## src/bba_pkg.sv

```systemverilog
`timescale 1ns / 1ps
package bba_pkg;

    localparam int MAX_ORDER  = 10;
    localparam int UNIT_BYTES = 16;
    localparam int UNIT_SHIFT = $clog2(UNIT_BYTES);
    localparam int UNIT_W     = MAX_ORDER;          // unit address width
    localparam int IDX_W      = MAX_ORDER + 1;      // tree node index width
    localparam int WBITS      = 32;                 // node flags per memory word
    localparam int WSEL_W     = $clog2(WBITS);
    localparam int WADR_W     = IDX_W - WSEL_W;     // node memory word address
    localparam int NWORDS     = 1 << WADR_W;
    localparam int NUNITS     = 1 << UNIT_W;

    typedef enum logic [1:0] {
        ST_OK       = 2'd0,
        ST_BAD_SIZE = 2'd1,
        ST_OOM      = 2'd2,
        ST_INV_FREE = 2'd3
    } t_status;

    typedef enum logic [4:0] {
        S_CLR, S_ROOT, S_IDLE, S_DEC,
        S_SCAN_RD, S_SCAN_CHK, S_TAKE_RD, S_TAKE_WR,
        S_SPLIT_PREP, S_SPLIT_RD, S_SPLIT_WR, S_UNIT_WR,
        S_UNIT_RD, S_FR_CHK, S_MG_PREP, S_MG_RD, S_MG_CHK,
        S_SET_PREP, S_SET_RD, S_SET_WR, S_DONE
    } t_state;

    typedef enum logic [3:0] {
        OP_NONE, OP_CLR, OP_ROOT, OP_CAP, OP_DEC,
        OP_SCAN_RD, OP_SCAN_CHK, OP_NODE_RD, OP_TAKE_WR,
        OP_SPLIT_PREP, OP_SPLIT_WR, OP_UNIT_WR, OP_UNIT_RD,
        OP_FR_CHK, OP_MG_PREP, OP_MG_CHK
    } t_op;

    // second group of ops kept apart to stay in 4 bits above
    typedef enum logic [1:0] {
        OPX_NONE, OPX_SET_PREP, OPX_SET_WR, OPX_OUT
    } t_opx;

    typedef struct packed {
        t_op  op;
        t_opx opx;
    } t_dp_cmd;

    typedef struct packed {
        logic dec_err;
        logic fr_err;
        logic is_free;
        logic hit;
        logic more;
        logic merge_ok;
        logic buddy_free;
        logic clr_done;
        logic out_free;
    } t_dp_stat;

    // tree node index of the block of order ord at unit address addr
    function automatic logic [IDX_W-1:0] node_idx(input logic [3:0] ord,
                                                  input logic [UNIT_W-1:0] addr);
        logic [IDX_W-1:0] base;
        base = (IDX_W'(1) << (4'(MAX_ORDER) - ord)) - IDX_W'(1);
        return base + ({1'b0, addr} >> ord);
    endfunction

endpackage

```

## src/bba_ctrl.sv

```systemverilog
`timescale 1ns / 1ps
module bba_ctrl import bba_pkg::*; (
    input  logic     i_clk,
    input  logic     i_rst_n,
    input  logic     i_cfg_wr,
    input  logic     i_in_valid,
    output logic     o_in_ready,
    input  t_dp_stat i_stat,
    output t_dp_cmd  o_cmd
);

    t_state r_state, n_state;

    // state register
    always_ff @(posedge i_clk) begin
        if (!i_rst_n) begin
            r_state <= S_CLR;
        end else begin
            r_state <= n_state;
        end
    end

    // next state and datapath commands
    always_comb begin
        n_state    = r_state;
        o_cmd.op   = OP_NONE;
        o_cmd.opx  = OPX_NONE;
        o_in_ready = 1'b0;
        case (r_state)
            S_CLR: begin
                o_cmd.op = OP_CLR;
                if (i_stat.clr_done) n_state = S_ROOT;
            end
            S_ROOT: begin
                o_cmd.op = OP_ROOT;
                n_state  = S_IDLE;
            end
            S_IDLE: begin
                o_in_ready = !i_cfg_wr;
                if (i_in_valid && !i_cfg_wr) begin
                    o_cmd.op = OP_CAP;
                    n_state  = S_DEC;
                end
            end
            S_DEC: begin
                o_cmd.op = OP_DEC;
                if (i_stat.dec_err)      n_state = S_DONE;
                else if (i_stat.is_free) n_state = S_UNIT_RD;
                else                     n_state = S_SCAN_RD;
            end
            S_SCAN_RD: begin
                o_cmd.op = OP_SCAN_RD;
                n_state  = S_SCAN_CHK;
            end
            S_SCAN_CHK: begin
                o_cmd.op = OP_SCAN_CHK;
                n_state  = i_stat.hit ? S_TAKE_RD : S_SCAN_RD;
            end
            S_TAKE_RD: begin
                o_cmd.op = OP_NODE_RD;
                n_state  = S_TAKE_WR;
            end
            S_TAKE_WR: begin
                o_cmd.op = OP_TAKE_WR;
                n_state  = i_stat.more ? S_SPLIT_PREP : S_UNIT_WR;
            end
            S_SPLIT_PREP: begin
                o_cmd.op = OP_SPLIT_PREP;
                n_state  = S_SPLIT_RD;
            end
            S_SPLIT_RD: begin
                o_cmd.op = OP_NODE_RD;
                n_state  = S_SPLIT_WR;
            end
            S_SPLIT_WR: begin
                o_cmd.op = OP_SPLIT_WR;
                n_state  = i_stat.more ? S_SPLIT_PREP : S_UNIT_WR;
            end
            S_UNIT_WR: begin
                o_cmd.op = OP_UNIT_WR;
                n_state  = S_DONE;
            end
            S_UNIT_RD: begin
                o_cmd.op = OP_UNIT_RD;
                n_state  = S_FR_CHK;
            end
            S_FR_CHK: begin
                o_cmd.op = OP_FR_CHK;
                n_state  = i_stat.fr_err ? S_DONE : S_MG_PREP;
            end
            S_MG_PREP: begin
                o_cmd.op = OP_MG_PREP;
                n_state  = i_stat.merge_ok ? S_MG_RD : S_SET_PREP;
            end
            S_MG_RD: begin
                o_cmd.op = OP_NODE_RD;
                n_state  = S_MG_CHK;
            end
            S_MG_CHK: begin
                o_cmd.op = OP_MG_CHK;
                n_state  = i_stat.buddy_free ? S_MG_PREP : S_SET_PREP;
            end
            S_SET_PREP: begin
                o_cmd.opx = OPX_SET_PREP;
                n_state   = S_SET_RD;
            end
            S_SET_RD: begin
                o_cmd.op = OP_NODE_RD;
                n_state  = S_SET_WR;
            end
            S_SET_WR: begin
                o_cmd.opx = OPX_SET_WR;
                n_state   = S_DONE;
            end
            S_DONE: begin
                if (i_stat.out_free) begin
                    o_cmd.opx = OPX_OUT;
                    n_state   = S_IDLE;
                end
            end
            default: n_state = S_CLR;
        endcase
        // a pool_order write restarts the clearing pass
        if (i_cfg_wr) n_state = S_CLR;
    end

endmodule

```

## config.mk

```make
export PLATFORM = sky130hd
export DESIGN_NAME = bba_ctrl
export DESIGN_NICKNAME = d
export VERILOG_FILES = /design/src/bba_pkg.sv /design/src/bba_ctrl.sv
export SDC_FILE = /design/constraint.sdc
export NUM_CORES = 1
export LEC_CHECK = 0
export BUFFER_PORTS_ARGS = -buffer_cell sky130_fd_sc_hd__buf_2
export CAP_MARGIN = 40
export CORE_MARGIN = 2
export CORE_UTILIZATION = 43
export DETAILED_ROUTE_END_ITERATION = 6
export PLACE_DENSITY = 0.68
export SYNTH_ARGS = -nofsm -noshare
export SYNTH_HDL_FRONTEND = slang
export SYNTH_SLANG_ARGS = --single-unit
```

## constraint.sdc

```tcl
create_clock -name i_clk -period 1.6 [get_ports i_clk]
set_input_delay 0.16 -clock i_clk [delete_from_list [all_inputs] [get_ports i_clk]]
set_output_delay 0.16 -clock i_clk [all_outputs]
set_load 0.1 [all_outputs]
```

==> qor.yml <==
run_status:
  status: "finished with violations"
  violations: "negative setup slack"
die:
  rows: 14
  die_x_um: 44.1
  dieArea_mm2: 0.00195
  die_h_um: 44.1
  ios: 20
  start_util: 0.459
  coreArea_mm2: 0.00151
global_route:
  grt_pass1_wl_mm: 4.55
  grtUsageTotal: 0.313
  grt_pass1_vias: 935
  overflow: 0
  grt_max_degree: 17
  antenna_found_initial: 0
timing:
  setup_violations: 7
  tns_ps: -576
  layout_setup_ws_ps: -134
  slew_violations: 0
  period_minus_slack_ps: 1730
  max_slew_margin: 0.761
  rsz0062_at_grt: "true"
  fmax_ghz: 0.577
  period_share: 1.08
  fin_worst_skew_ps: 3.49
  tightest_slew_ps: 358
  whs_ps: 232
  hold_violations: 0
clock_tree:
  clock_sinks: 5
  clk-insertion-delay-late_ps: 240
  tritoncts: "yes"
  htreeDepth: 1
  hold_buffers: 0
  clk_pin_slew_ps: 50
  cts_buffers: 3
  root_buffer: "clkbuf_4"
  clockBufferDepth: 2
pwr:
  vdd_ir_drop_max_uv: 307
  p_total_uw: 502
  powerDensity_mw_per_mm2: 385
  p_leak_uw: 0.000471
layout:
  finalNetCount: 156
  finalNonFillerCells: 158
  drive_gt1_frac: 0.549
  reg_top3: "r_state x5"
  regMostFlops: "r_state"
  final-seq-area_um2: 119
  layout_common_cells: "buf_4, buf_2, o21ai_0, buf_12, a21oi_1"
  final_common_cell: "buf_4"
  final_util: 0.866
  areaGrowthSynthToFinish_pct: 88.6
  multiInputGateArea_um2: 688
  antenna_cells: 0
  fillers: 92
  largest_reg_flops: 5
routing:
  drt_iter0_drc: 54
  drcViolationCount: 0
  antenna_left: 0
  finalWirelength_mm: 2.95
  drt-wirelength-per-cell_um: 18.7
  via_count: 1018
  routed_via_density: 6.44
  drtPass1Iterations: 4
worst_setup_path:
  cp_data_arrival_time_ps: 1570
  crit_type: "reg -> out"
  crit_end: "o_cmd[4]"
  crit_chain: "nand2b_4, or2_4, o211a_1, o32ai_4, buf_12"
  startpoint: "r_state[2]"
  crit_path_max_incr_delay_ps: 360
  reg2reg_slack_ps: 50
  cp_data_required_time_ps: 1440
  start_kind: "flip-flop"
  cp-end-kind: "primary output"
  slowest_stage: "dfxtp_4"
  r2r-start: "r_state[0]"
  worstPathMaxFanout: 5
  r2r_cells: 5
  r2r-end: "r_state[0]"
logic_synthesis:
  synth_fp_nets: 117
  synth_top_area_cell: "dfxtp_1"
  synth_area_um2: 692
  syn_inst: 104
  ys_seq_elements: 5
  synth_top_area_frac: 0.145
  ys_types: 40
  async_reset_ff_frac: 0
  synth_area_per_cell_um2: 6.65
  synth_area_leaders: "dfxtp_1, o21ai_0, a21oi_1"
  ys_seq_area_frac: 0.145
  synth_edf_count: 0
  synthFlopType: "dfxtp_1"
  yosys_warnings: 0
placement:
  port_buffers: 19
  dp_cells: 144
  dpl.hpwl_mm: 1.81
  gp_congestion: 0.951
run:
  max_cap_viol_count: 0
min_path:
  min_path_type: "in -> reg"
cell families (layout without fill, tap and decap cells):
group                  after synthesis  after routing  synth area share
and+or+nand+nor                     40             40             0.326
buffers and inverters               14             52             0.101
DFF                                  5              5             0.145
AOI/OAI and AO/OA                   45             45             0.429
per-stage QoR:
stage / instance area [um2] / worst slack (ps)
detailed placement: 1110 / 56.1
finish: 1310 / -134
floorplan: 852 / -148
global route: 1310 / -183
CTS: 1280 / -111
global placement: 1110 / 74.8
cell type report:
cell class	instances	area share
clock buffers	4	0.0201
multi-input cells	85	0.527
flip-flops and latches	5	0.0911
well taps	16	0.0153
repair buffers	45	0.334
inverters	3	0.0125
synthesized netlist by cell type (2+ instances only):
cell type and n:
nor2b_1 5, nand3b_1 2, a21o_1 2, nand2b_1 3, a21oi_1 10, dfxtp_1 5, nor3_1 5, a211oi_1 2
inv_1 2, buf_4 3, clkbuf_1 3, a31oi_1 4, buf_2 5, nand3_1 2, nand2_1 5, o21ai_0 12
o32ai_1 2, nor2_1 8, or3b_1 2, o31ai_1 2
per-layer routing:
metal	share of wire	wire length [um]	GRT usage	vias to the layer above
li1	-	-	-	473
met4	0.033	97	0.0727	0
met1	0.40	1180	0.423	464
met3	0.090	266	0.00816	12
met2	0.48	1410	0.550	69
met5	0	0	0	-
worst min path at each step:
stage,start,endpoint,slack (ps),depth (start not counted)
finish,i_rst_n,r_state[3],230,3
global route,i_rst_n,r_state[3],270,3
CTS,i_rst_n,r_state[3],250,3
detailed placement,i_rst_n,r_state[3],490,3
global placement,i_rst_n,r_state[3],480,3
floorplan,i_rst_n,r_state[3],340,2
worst max-delay path: cells and delay by family (launching register included):
kind	cells	cell delay [ps]
and+or+nand+nor	2	410
DFF	1	360
AOI/OAI and AO/OA	2	350
buffers and inverters	1	210
report_power, final:
group / switching, uW / internal (uW)
clock network: 58.3 / 94.7
logic: 125 / 96.0
registers: 6.22 / 122
repair_timing:
action	4_1_cts	5_1_grt
gates resized for setup	22	4
endpoints found under the setup margin	7	9
pin swaps	6	1
setup buffers	8	2
Note: power is estimated with default switching activity, not from simulation.
